File: src/multi_dfa_tokenizer_unit_defines.svh
// Assertion macros shared by the tokenizer RTL.
// Depends on nothing; users supply clk and rst in scope.
`ifndef MULTI_DFA_TOKENIZER_UNIT_DEFINES_SVH
`define MULTI_DFA_TOKENIZER_UNIT_DEFINES_SVH

// Same-cycle implication, disabled during reset.
`define MDT_ASSERT_IMPLY(label, a, b) \
  label: assert property (@(posedge clk) disable iff (rst) (a) |-> (b)) \
    else $error("tokenizer assertion failed");

// Next-cycle implication, disabled during reset.
`define MDT_ASSERT_NEXT(label, a, b) \
  label: assert property (@(posedge clk) disable iff (rst) (a) |=> (b)) \
    else $error("tokenizer assertion failed");

`endif

File: src/mdt_pkg.sv
// Package for the multi-automaton tokenizer: sizes, codes, beat structs.
// Used by the controller, datapath and top level; depends on nothing.
`timescale 1ns / 1ps

package mdt_pkg;

  localparam int TABLES       = 4;
  localparam int STATES       = 16;
  localparam int TRANSITIONS  = 4;
  localparam int LIST_SYMBOLS = 8;
  localparam int TOKEN_LENGTH = 32;

  localparam int TBL_W   = $clog2(TABLES);
  localparam int ST_W    = $clog2(STATES);
  localparam int TXT_AW  = $clog2(TOKEN_LENGTH);
  localparam int LEN_W   = TXT_AW + 1;
  localparam int SYM_W   = 21;
  localparam int TR_W    = 9;

  // Item kinds.
  localparam logic [2:0] KIND_SYM   = 3'd0;
  localparam logic [2:0] KIND_EOT   = 3'd1;
  localparam logic [2:0] KIND_HDR   = 3'd2;
  localparam logic [2:0] KIND_COUNT = 3'd3;
  localparam logic [2:0] KIND_TRANS = 3'd4;
  localparam logic [2:0] KIND_LIST  = 3'd5;

  // Result classes.
  localparam logic [1:0] CLASS_NIL   = 2'd0;
  localparam logic [1:0] CLASS_END   = 2'd1;
  localparam logic [1:0] CLASS_TOKEN = 2'd2;

  typedef struct packed {
    logic [2:0]  kind;
    logic [20:0] symbol;
    logic [1:0]  table_sel;
    logic [3:0]  state_sel;
    logic [1:0]  slot_sel;
    logic [2:0]  position_sel;
    logic [3:0]  target_state;
    logic        allow_listed;
    logic [3:0]  entry_count;
    logic [4:0]  state_count;
    logic [7:0]  type_code;
  } in_t;

  typedef struct packed {
    logic [1:0]  token_class;
    logic [1:0]  source_table;
    logic [7:0]  token_code;
    logic [20:0] text_symbol;
    logic        text_valid;
    logic        truncated;
    logic        last;
  } out_t;

  typedef enum logic [2:0] {
    ST_IDLE,
    ST_LOOKUP,
    ST_DECIDE,
    ST_EMIT_RD,
    ST_EMIT_LD,
    ST_NIL,
    ST_END
  } state_t;

  // Commands from controller to datapath.
  typedef struct packed {
    logic fire;
    logic lookup;
    logic step;
    logic tbl_inc;
    logic emit_rd;
    logic emit_ld;
    logic ld_nil;
    logic ld_end;
  } cmd_t;

  // Status from datapath to controller.
  typedef struct packed {
    logic [2:0] kind;
    logic       used_zero;
    logic       consumed;
    logic       tbl_last;
    logic       accept;
    logic       emit_last;
    logic       out_free;
  } sts_t;

endpackage

File: src/mdt_ctrl.sv
// Controller state machine of the tokenizer.
// Depends on mdt_pkg; talks to mdt_datapath through cmd_t and sts_t.
`timescale 1ns / 1ps

module mdt_ctrl (
  input  logic          clk,
  input  logic          rst,
  input  logic          item_valid,
  output logic          item_ready,
  input  mdt_pkg::sts_t sts,
  output mdt_pkg::cmd_t cmd
);

  mdt_pkg::state_t state, state_next;

  always_ff @(posedge clk) begin
    if (rst) begin
      state <= mdt_pkg::ST_IDLE;
    end else begin
      state <= state_next;
    end
  end

  // Next state.
  always_comb begin
    state_next = state;
    unique case (state)
      mdt_pkg::ST_IDLE: begin
        if (item_valid) begin
          if (sts.kind == mdt_pkg::KIND_SYM && !sts.used_zero) begin
            state_next = mdt_pkg::ST_LOOKUP;
          end else if (sts.kind == mdt_pkg::KIND_EOT) begin
            state_next = sts.consumed ? mdt_pkg::ST_NIL : mdt_pkg::ST_END;
          end
        end
      end
      mdt_pkg::ST_LOOKUP: state_next = mdt_pkg::ST_DECIDE;
      mdt_pkg::ST_DECIDE: begin
        if (sts.accept) begin
          state_next = mdt_pkg::ST_EMIT_RD;
        end else if (sts.tbl_last) begin
          state_next = mdt_pkg::ST_IDLE;
        end else begin
          state_next = mdt_pkg::ST_LOOKUP;
        end
      end
      mdt_pkg::ST_EMIT_RD: state_next = mdt_pkg::ST_EMIT_LD;
      mdt_pkg::ST_EMIT_LD: begin
        if (sts.out_free) begin
          state_next = sts.emit_last ? mdt_pkg::ST_IDLE : mdt_pkg::ST_EMIT_RD;
        end
      end
      mdt_pkg::ST_NIL: begin
        if (sts.out_free) begin
          state_next = mdt_pkg::ST_END;
        end
      end
      mdt_pkg::ST_END: begin
        if (sts.out_free) begin
          state_next = mdt_pkg::ST_IDLE;
        end
      end
      default: state_next = mdt_pkg::ST_IDLE;
    endcase
  end

  // Outputs.
  always_comb begin
    cmd        = '0;
    item_ready = 1'b0;
    unique case (state)
      mdt_pkg::ST_IDLE: begin
        item_ready = 1'b1;
        cmd.fire   = item_valid;
      end
      mdt_pkg::ST_LOOKUP: cmd.lookup = 1'b1;
      mdt_pkg::ST_DECIDE: begin
        cmd.step    = 1'b1;
        cmd.tbl_inc = !sts.accept && !sts.tbl_last;
      end
      mdt_pkg::ST_EMIT_RD: cmd.emit_rd = 1'b1;
      mdt_pkg::ST_EMIT_LD: cmd.emit_ld = sts.out_free;
      mdt_pkg::ST_NIL:     cmd.ld_nil  = sts.out_free;
      mdt_pkg::ST_END:     cmd.ld_end  = sts.out_free;
      default: ;
    endcase
  end

endmodule

File: config.mk
export PLATFORM = sky130hd
export DESIGN_NAME = mdt_ctrl
export DESIGN_NICKNAME = d
export VERILOG_FILES = /design/src/multi_dfa_tokenizer_unit_defines.svh /design/src/mdt_pkg.sv /design/src/mdt_ctrl.sv
export SDC_FILE = /design/constraint.sdc
export NUM_CORES = 1
export LEC_CHECK = 0
export ABC_CLOCK_PERIOD_IN_PS = 1500
export BUFFER_PORTS_ARGS = -buffer_cell sky130_fd_sc_hd__buf_2
export CAP_MARGIN = 10
export CORE_AREA = 5 5 42 44
export DETAILED_ROUTE_END_ITERATION = 10
export DIE_AREA = 0 0 47 49
export PLACE_DENSITY_LB_ADDON = 0.12
export SYNTH_ARGS = -nofsm -noshare
export SYNTH_HDL_FRONTEND = slang
export SYNTH_SLANG_ARGS = --single-unit
export TNS_END_PERCENT = 5
File: constraint.sdc
create_clock -name clk -period 1.5 [get_ports clk]
set_clock_uncertainty 0.2 [all_clocks]
set_input_delay 0.3 -clock clk [delete_from_list [all_inputs] [get_ports clk]]
set_output_delay 0.3 -clock clk [all_outputs]
set_load 0.03 [all_outputs]
==> results of run 1 <==
## logic make-up (layout without fill, tap and decap cells)
kind of cell	count (synthesis)	count (layout)	synth area share (%)
muxes	1	1	4.21
DFF	3	3	16.8
buffers and inverters	6	38	9.47
and+or+nand+nor	22	22	42.5
AOI/OAI and AO/OA	11	11	27.0
## cell usage in the layout, fill, tap and decap left out, types with 3 or more instances in the layout
cell / Yosys / layout
dfxtp_4: 0 / 3
buf_4: 0 / 16
clkbuf_4: 0 / 3
buf_2: 3 / 12
buf_6: 1 / 4
nor2_1: 5 / 5
## critical path, stage by stage (launching register included)
cell and delay (ns):
dfxtp_4 0.36, nor3b_4 0.20, nor3b_4 0.21, buf_6 0.15
## routing by layer
layer	global-route usage (%)	up-vias	part of all wire (%)
li1	-	226	-
met1	13.3	194	41
met2	17.9	12	52
met3	2.58	0	6.0
met4	5.53	0	0
met5	0	-	0
## layout make-up
cell class                      instances  share of cell area, %
Multi-Input combinational cell         34                   48.5
Timing Repair Buffer                   32                   33.1
Tap cell                               16                   2.94
Inverter                                2                   1.10
Clock buffer                            4                   3.86
Sequential cell                         3                   10.5
## per-stage QoR
stage          cells  utilization (%)
4_1_cts           91             47.9
6_report          91             48.6
3_3_place_gp      85             40.3
5_1_grt           91             48.6
2_1_floorplan     43                -
3_5_place_dp      85             40.3
## repair_timing
action | CTS | global route
gates cloned | 0 | 0
resized for setup | 18 | 3
buffers inserted | 2 | 0
setup endpoints to repair | 11 | 12
pin swaps | 0 | 1
## worst max-delay path by stage
stage	startpoint	end	slack, ns
2_1_floorplan	state[0]$_SDFFE_PP0P_	cmd[4]	-0.27
3_3_place_gp	state[2]$_SDFFE_PP0P_	state[0]$_SDFFE_PP0P_	-0.11
3_5_place_dp	state[2]$_SDFFE_PP0P_	state[0]$_SDFFE_PP0P_	-0.07
4_1_cts	state[0]$_SDFFE_PP0P_	cmd[4]	-0.17
5_1_grt	state[0]$_SDFFE_PP0P_	cmd[4]	-0.24
6_report	state[0]$_SDFFE_PP0P_	cmd[4]	-0.15
## power by group through the flow
| stage | Sequential [mW] | Combinational (mW) | Clock [mW] |
|---|---|---|---|
| after detailed placement | 0.101 | 0.185 | 0 |
| after global routing | 0.0998 | 0.238 | 0.165 |
| final | 0.0976 | 0.222 | 0.143 |
| after global placement | 0.102 | 0.186 | 0 |
| after floorplan | 0.0932 | 0.128 | 0 |
| after CTS | 0.0981 | 0.220 | 0.150 |
==> impl_metrics.env, run 1 <==
export IMPL_ioPinCount=21
export IMPL_slew_headroom_pct=79.1
export IMPL_synth_async_reset_ratio_pct=0
export IMPL_synth_cell_types=27
export IMPL_die_height_um=49
export IMPL_cts_inserted_buffers=3
export IMPL_place_ws_ns=-0.0736
export IMPL_min_path_type="in -> reg"
export IMPL_globalplace_congestion=0.774
export IMPL_avgRoutedWirePerCell_um=12.8
export IMPL_fp_coreArea_um2=1400
export IMPL_p_leak_nw=0.305
export IMPL_synth_area_um2=357
export IMPL_cts_clk_slew_worst_paths_ns=0.04
export IMPL_diodes=0
export IMPL_power_clock_fraction_pct=30.9
export IMPL_reg_top3="state: 3 flops"
export IMPL_avgViaCountPerCell=4.75
export IMPL_dpl_cell_area_um2=564
export IMPL_die_area_um2=2300
export IMPL_r2r_cells=4
export IMPL_start_kind="flip-flop"
export IMPL_p_sw_share_pct=35.8
export IMPL_num_vias=432
export IMPL_io_buffer_count=20
export IMPL_cap_violations=0
export IMPL_hold_path_depth=2
export IMPL_chipWidth_um=47
export IMPL_r2r_end="state[0]$_SDFFE_PP0P_"
export IMPL_power_internal_mw=0.297
export IMPL_drv_slew=0
export IMPL_syn_nets=55
export IMPL_drive_above_1_share_pct=70.7
export IMPL_power_density_nw_per_um2=679
export IMPL_htree_levels=1
export IMPL_rsz0062_at_grt="yes"
export IMPL_drtPass1Iterations=3
export IMPL_nets=88
export IMPL_fmax_mhz=607
export IMPL_fin_setup_tns_ns=-0.778
export IMPL_grt_pass1_vias=441
export IMPL_postLayoutCellArea_um2=681
export IMPL_synthCells=43
export IMPL_setup_viol=9
export IMPL_cp_max_fo=5
export IMPL_grt_pass1_wl_um=1880
export IMPL_final_antenna_net_count=0
export IMPL_syn_to_final_growth_pct=90.9
export IMPL_r2r_start="state[2]$_SDFFE_PP0P_"
export IMPL_worst_slew_pin_slew_ns=0.313
export IMPL_peakVddDrop_mv=0.332
export IMPL_layout_setup_ws_ns=-0.148
export IMPL_yosys_area_top_type_share_pct=16.8
export IMPL_grt_max_degree=8
export IMPL_cts_hold_buffers_added=0
export IMPL_yosys_area_top_type="dfxtp_1"
export IMPL_multi_input_area_um2=330
export IMPL_hp_start="rst"
export IMPL_finalHoldViolations=0
export IMPL_p_sw_mw=0.165
export IMPL_largest_register_ffs=3
export IMPL_top_register="state"
export IMPL_rrSetupSlack_ns=0.04
export IMPL_place_hpwl_um=878
export IMPL_grt_overflow=0
export IMPL_rows=14
export IMPL_worst_ep_arrival_time_ns=1.15
export IMPL_clk_insertion_delay_late_ns=0.23
export IMPL_status="finished with violations"
export IMPL_root_buffer="clkbuf_4"
export IMPL_combPwrFrac_pct=47.9
export IMPL_synthFlopType="dfxtp_1"
export IMPL_fin_total_pwr_mw=0.462
export IMPL_yosys_top_cells_count="nor2_1, nor3b_1, buf_2, dfxtp_1, nand2b_1"
export IMPL_n_fill_cell=154
export IMPL_crit_path_end_kind="output pin"
export IMPL_initial_core_util_pct=25.4
export IMPL_synth_edf_count=0
export IMPL_min_to="state[2]$_SDFFE_PP0P_"
export IMPL_drc=0
export IMPL_min_period_ns=1.65
export IMPL_yosys_warnings=0
export IMPL_synth_top_cells_by_area="dfxtp_1, nor3b_1, nand2b_1"
export IMPL_seq_area_um2=71.3
export IMPL_timing_setup_critical_path_class="reg -> out"
export IMPL_routed_wirelength_um=1160
export IMPL_avgSynthCellArea_um2=8.29
export IMPL_antenna_found_initial=0
export IMPL_ys_ff_latch=3
export IMPL_cts_sinks=3
export IMPL_cts_tree="done"
export IMPL_synth_most_common_cell="nor2_1"
export IMPL_drtIter0Drc=9
export IMPL_worst_hold_slack_ns=0.0573
export IMPL_violations="setup timing"
export IMPL_grtUsageTotal_pct=11.2
export IMPL_ys_seq_area_share_pct=16.8
export IMPL_clk_path_buf_depth=2
export IMPL_crit_required_ns=1.00
export IMPL_fin_crit_sh_pct=110
export IMPL_seq_power_share_pct=21.1
(Power assumes the default switching activity.)
==> run 2: changes to the inputs <==
--- a/config.mk
+++ b/config.mk
@@ -6,7 +6,7 @@
 export NUM_CORES = 1
 export LEC_CHECK = 0
 export ABC_CLOCK_PERIOD_IN_PS = 1500
-export BUFFER_PORTS_ARGS = -buffer_cell sky130_fd_sc_hd__buf_2
+export BUFFER_PORTS_ARGS = -buffer_cell sky130_fd_sc_hd__buf_4
 export CAP_MARGIN = 10
 export CORE_AREA = 5 5 42 44
 export DETAILED_ROUTE_END_ITERATION = 10
==> constraint.sdc (replaced) <==
create_clock -name clk -period 1.5 [get_ports clk]
set_clock_uncertainty 0.2 [all_clocks]
set_input_delay 0.3 -clock clk [delete_from_list [all_inputs] [get_ports clk]]
set_output_delay 0.3 -clock clk [all_outputs]
set_load 0.01 [all_outputs]
==> impl_metrics.env, run 2 (synthesized netlist as in run 1, its figures left out) <==
export IMPL_reg_top3="state: 3 flops"
export IMPL_setup_viol=9
export IMPL_cts_inserted_buffers=3
export IMPL_min_period_ns=1.64
export IMPL_drive_above_1_share_pct=71.6
export IMPL_timing_setup_critical_path_class="reg -> out"
export IMPL_root_buffer="clkbuf_4"
export IMPL_final_common_cell="buf_4"
export IMPL_clk_path_buf_depth=2
export IMPL_syn_to_final_growth_pct=94.4
export IMPL_violations="setup timing"
export IMPL_num_vias=441
export IMPL_cap_violations=0
export IMPL_avgRoutedWirePerCell_um=12.3
export IMPL_fin_util_pct=49.5
export IMPL_initial_core_util_pct=25.4
export IMPL_htree_levels=1
export IMPL_layout_setup_ws_ns=-0.138
export IMPL_n_fill_cell=142
export IMPL_finalHoldViolations=0
export IMPL_cp_max_fo=9
export IMPL_fin_setup_tns_ns=-0.641
export IMPL_status="finished with violations"
export IMPL_rsz0062_at_grt="yes"
export IMPL_cts_tree="done"
export IMPL_multi_input_area_um2=310
export IMPL_cts_clk_slew_worst_paths_ns=0.04
export IMPL_worst_ep_arrival_time_ns=1.14
export IMPL_seq_area_um2=68.8
export IMPL_slew_headroom_pct=75.8
export IMPL_p_leak_nw=0.307
export IMPL_grt_overflow=0
export IMPL_fp_coreArea_um2=1400
export IMPL_cts_sinks=3
export IMPL_start_kind="flip-flop"
export IMPL_crit_required_ns=1.00
export IMPL_die_height_um=49
export IMPL_routed_wirelength_um=1110
export IMPL_place_hpwl_um=810
export IMPL_ioPinCount=21
export IMPL_io_buffer_count=20
export IMPL_min_path_type="in -> reg"
export IMPL_final_antenna_net_count=0
export IMPL_top_register="state"
export IMPL_grtUsageTotal_pct=11.8
export IMPL_fmax_mhz=610
export IMPL_power_density_nw_per_um2=638
export IMPL_peakVddDrop_mv=0.375
export IMPL_grt_max_degree=10
export IMPL_cts_hold_buffers_added=0
export IMPL_clk_insertion_delay_late_ns=0.24
export IMPL_nets=87
export IMPL_fin_crit_sh_pct=109
export IMPL_antenna_found_initial=0
export IMPL_largest_register_ffs=3
export IMPL_grt_pass1_wl_um=1940
export IMPL_drv_slew=0
export IMPL_place_ws_ns=-0.0117
export IMPL_worst_slew_pin_slew_ns=0.363
export IMPL_crit_path_end_kind="output pin"
export IMPL_die_area_um2=2300
export IMPL_drtPass1Iterations=4
export IMPL_chipWidth_um=47
export IMPL_globalplace_congestion=0.711
export IMPL_diodes=0
export IMPL_fin_total_pwr_mw=0.442
export IMPL_drc=0
export IMPL_grt_pass1_vias=461
export IMPL_layout_common_cells="buf_4, nor2_1, buf_6"
export IMPL_drtIter0Drc=2
export IMPL_rows=14
export IMPL_avgViaCountPerCell=4.90
-- run 2: timing repair --
item | 4_1_cts | 5_1_grt
setup buffers | 3 | 0
pin swaps | 4 | 0
endpoints found under the setup margin | 9 | 9
gates resized for setup | 13 | 3
-- run 2: metal layers --
layer,vias to the layer above,global-route usage (%),part of all wire (%)
li1,221,-,-
met1,199,13.8,43
met2,18,16.7,44
met3,3,4.80,11
met4,0,8.29,1.9
met5,-,0,0
-- run 2: worst paths after layout --
path / start / to / slack (ns) / cells past startpoint
hold reg to reg: state[0]$_SDFFE_PP0P_ / state[0]$_SDFFE_PP0P_ / 0.36 / 2
setup reg to reg: state[1]$_SDFFE_PP0P_ / state[2]$_SDFFE_PP0P_ / 0.10 / 5
setup / recovery: state[1]$_SDFFE_PP0P_ / cmd[2] / -0.14 / 4
hold / removal: rst / state[2]$_SDFFE_PP0P_ / 0.03 / 2
-- run 2: final cells by class --
type | count | area share (%)
Clock buffer | 4 | 3.79
Inverter | 2 | 1.08
Multi-Input combinational cell | 34 | 44.8
Sequential cell | 3 | 9.93
Tap cell | 16 | 2.89
Timing Repair Buffer | 31 | 37.5
-- run 2: stage by stage --
step                hold WS, ns  std cells  cell area [µm²]
finish                   0.0289         90              693
global route             0.0203         90              693
CTS                      0.0274         90              686
detailed placement        0.289         83              591
global placement          0.289         83              591
floorplan                 0.165         43              374
-- run 2: where the power goes --
part / total [mW] / switching (mW) / internal [mW]
Combinational: 0.194 / 0.0802 / 0.114
Sequential: 0.0981 / 0.0120 / 0.0861
Clock: 0.150 / 0.0494 / 0.100
Total: 0.442 / 0.142 / 0.300
-- run 2: critical path, stage by stage, from the launching register on --
cell and delay, ns:
dfxtp_2 0.33, buf_12 0.14, nand2b_4 0.15, nor3b_2 0.14
buf_4 0.14
==> run 3: changes to the inputs <==
--- a/config.mk
+++ b/config.mk
@@ -6,12 +6,12 @@
 export NUM_CORES = 1
 export LEC_CHECK = 0
 export ABC_CLOCK_PERIOD_IN_PS = 1500
-export BUFFER_PORTS_ARGS = -buffer_cell sky130_fd_sc_hd__buf_4
 export CAP_MARGIN = 10
 export CORE_AREA = 5 5 42 44
 export DETAILED_ROUTE_END_ITERATION = 10
 export DIE_AREA = 0 0 47 49
-export PLACE_DENSITY_LB_ADDON = 0.12
+export DONT_BUFFER_PORTS = 1
+export PLACE_DENSITY = 0.4
 export SYNTH_ARGS = -nofsm -noshare
 export SYNTH_HDL_FRONTEND = slang
 export SYNTH_SLANG_ARGS = --single-unit
==> impl_metrics.env, run 3 (synthesized netlist as in run 1, its figures left out) <==
export IMPL_status="finished with violations"
export IMPL_violations="setup timing"
export IMPL_globalplace_congestion=0.751
export IMPL_fin_crit_sh_pct=108
export IMPL_initial_core_util_pct=25.4
export IMPL_fmax_mhz=620
export IMPL_final_common_cell="buf_4"
export IMPL_cts_inserted_buffers=3
export IMPL_hp_start="sts[2]"
export IMPL_crit_path_end_kind="output pin"
export IMPL_peakVddDrop_mv=0.237
export IMPL_min_path_type="in -> reg"
export IMPL_final_antenna_net_count=0
export IMPL_layout_common_cells="buf_4, nor2_1, nand2b_1, clkbuf_4, dfxtp_4"
export IMPL_rrSetupSlack_ns=0.05
export IMPL_routed_wirelength_um=1100
export IMPL_cts_tree="done"
export IMPL_slew_headroom_pct=75.0
export IMPL_cts_clk_slew_worst_paths_ns=0.03
export IMPL_antenna_found_initial=0
export IMPL_grt_pass1_wl_um=1610
export IMPL_root_buffer="clkbuf_4"
export IMPL_clk_path_buf_depth=2
export IMPL_postLayoutCellArea_um2=556
export IMPL_crit_buf_inv=1
export IMPL_fin_total_pwr_mw=0.394
export IMPL_grt_overflow=0
export IMPL_cp_slowest_stage_delay_ns=0.36
export IMPL_die_height_um=49
export IMPL_r2r_cells=4
export IMPL_htree_levels=1
export IMPL_fin_setup_tns_ns=-0.419
export IMPL_nets=74
export IMPL_syn_to_final_growth_pct=55.8
export IMPL_finalHoldViolations=0
export IMPL_cp_max_fo=7
export IMPL_die_area_um2=2300
export IMPL_setup_viol=7
export IMPL_timing_setup_critical_path_class="reg -> out"
export IMPL_drtPass1Iterations=3
export IMPL_p_leak_nw=0.231
export IMPL_grt_max_degree=11
export IMPL_critPathSlowestCell="dfxtp_4"
export IMPL_dpl_cell_area_um2=473
export IMPL_start_kind="flip-flop"
export IMPL_cts_sinks=3
export IMPL_crit_required_ns=1.00
export IMPL_r2r_start="state[1]$_SDFFE_PP0P_"
export IMPL_chipWidth_um=47
export IMPL_power_density_nw_per_um2=709
export IMPL_r2r_end="state[0]$_SDFFE_PP0P_"
export IMPL_grtUsageTotal_pct=9.91
export IMPL_grt_pass1_vias=409
export IMPL_reg_top3="state: 3 flops"
export IMPL_largest_register_ffs=3
export IMPL_drtIter0Drc=4
export IMPL_avgRoutedWirePerCell_um=14.3
export IMPL_rsz0062_at_grt="yes"
export IMPL_drv_slew=0
export IMPL_fin_cells=77
export IMPL_min_period_ns=1.61
export IMPL_io_buffer_count=0
export IMPL_rows=14
export IMPL_avgViaCountPerCell=5.26
export IMPL_worst_ep_arrival_time_ns=1.11
export IMPL_num_vias=405
export IMPL_drc=0
export IMPL_layout_setup_ws_ns=-0.114
export IMPL_worst_slew_pin_slew_ns=0.374
export IMPL_dp_cells=69
export IMPL_drive_above_1_share_pct=57.4
export IMPL_hold_path_depth=2
export IMPL_ioPinCount=21
export IMPL_top_register="state"
export IMPL_fin_util_pct=39.6
export IMPL_cp_cell_sequence="nand2b_1 -> nor3b_2 -> buf_4"
export IMPL_clk_insertion_delay_late_ns=0.24
export IMPL_cp_top_family="simple AND/OR/NAND/NOR gates"
export IMPL_place_hpwl_um=843
export IMPL_min_to="state[1]$_SDFFE_PP0P_"
export IMPL_cap_violations=0
export IMPL_diodes=0
export IMPL_fp_coreArea_um2=1400
[run 3: cell types whose count changed in the layout (fill, tap and decap cells not counted), sizes merged]
cell | before | now
dlygate4sd3 | 0 | 1
buf | 31 | 17
[run 3: report_power, final]
part	internal (mW)	switching [mW]
logic	0.0864	0.0642
registers	0.0856	0.0150
clock network	0.0998	0.0432
total	0.272	0.122
[run 3: per-stage QoR]
step                      hold WS [ns]  worst slack (ns)
after floorplan                  0.165            0.0231
after detailed placement         0.167           -0.0199
after CTS                       0.0612            -0.108
after global placement           0.167            0.0140
after global routing            0.0766            -0.157
final                           0.0719            -0.114
[run 3: worst max-delay path by stage]
| stage | from | to | cells past startpoint |
|---|---|---|---|
| 4_1_cts | state[1]$_SDFFE_PP0P_ | cmd[4] | 2 |
| 3_3_place_gp | state[0]$_SDFFE_PP0P_ | cmd[3] | 3 |
| 5_1_grt | state[1]$_SDFFE_PP0P_ | cmd[4] | 2 |
| 2_1_floorplan | state[0]$_SDFFE_PP0P_ | cmd[4] | 3 |
| 3_5_place_dp | state[0]$_SDFFE_PP0P_ | cmd[3] | 3 |
| 6_report | state[1]$_SDFFE_PP0P_ | cmd[2] | 3 |
[run 3: final cells by class]
| class | instances | area, µm² |
|---|---|---|
| clock buffer | 4 | 26.3 |
| fill | 150 | 846 |
| inverter | 2 | 7.51 |
| multi-input combinational | 34 | 293 |
| sequential | 3 | 71.3 |
| tap | 16 | 20.0 |
| timing repair buffer | 18 | 138 |
[run 3: repair_timing]
item	CTS	global route
endpoints found under the setup margin	11	10
hold buffers	1	0
setup buffers	3	0
gates resized for setup	7	2
pin swaps	1	0
hold endpoints to repair	1	0
[run 3: metal layers]
layer,vias to the layer above,routed length (µm),global-route usage [%]
li1,199,-,-
met1,185,415,10.7
met2,17,519,13.6
met3,4,124,2.21
met4,0,39,12.0
met5,-,0,0
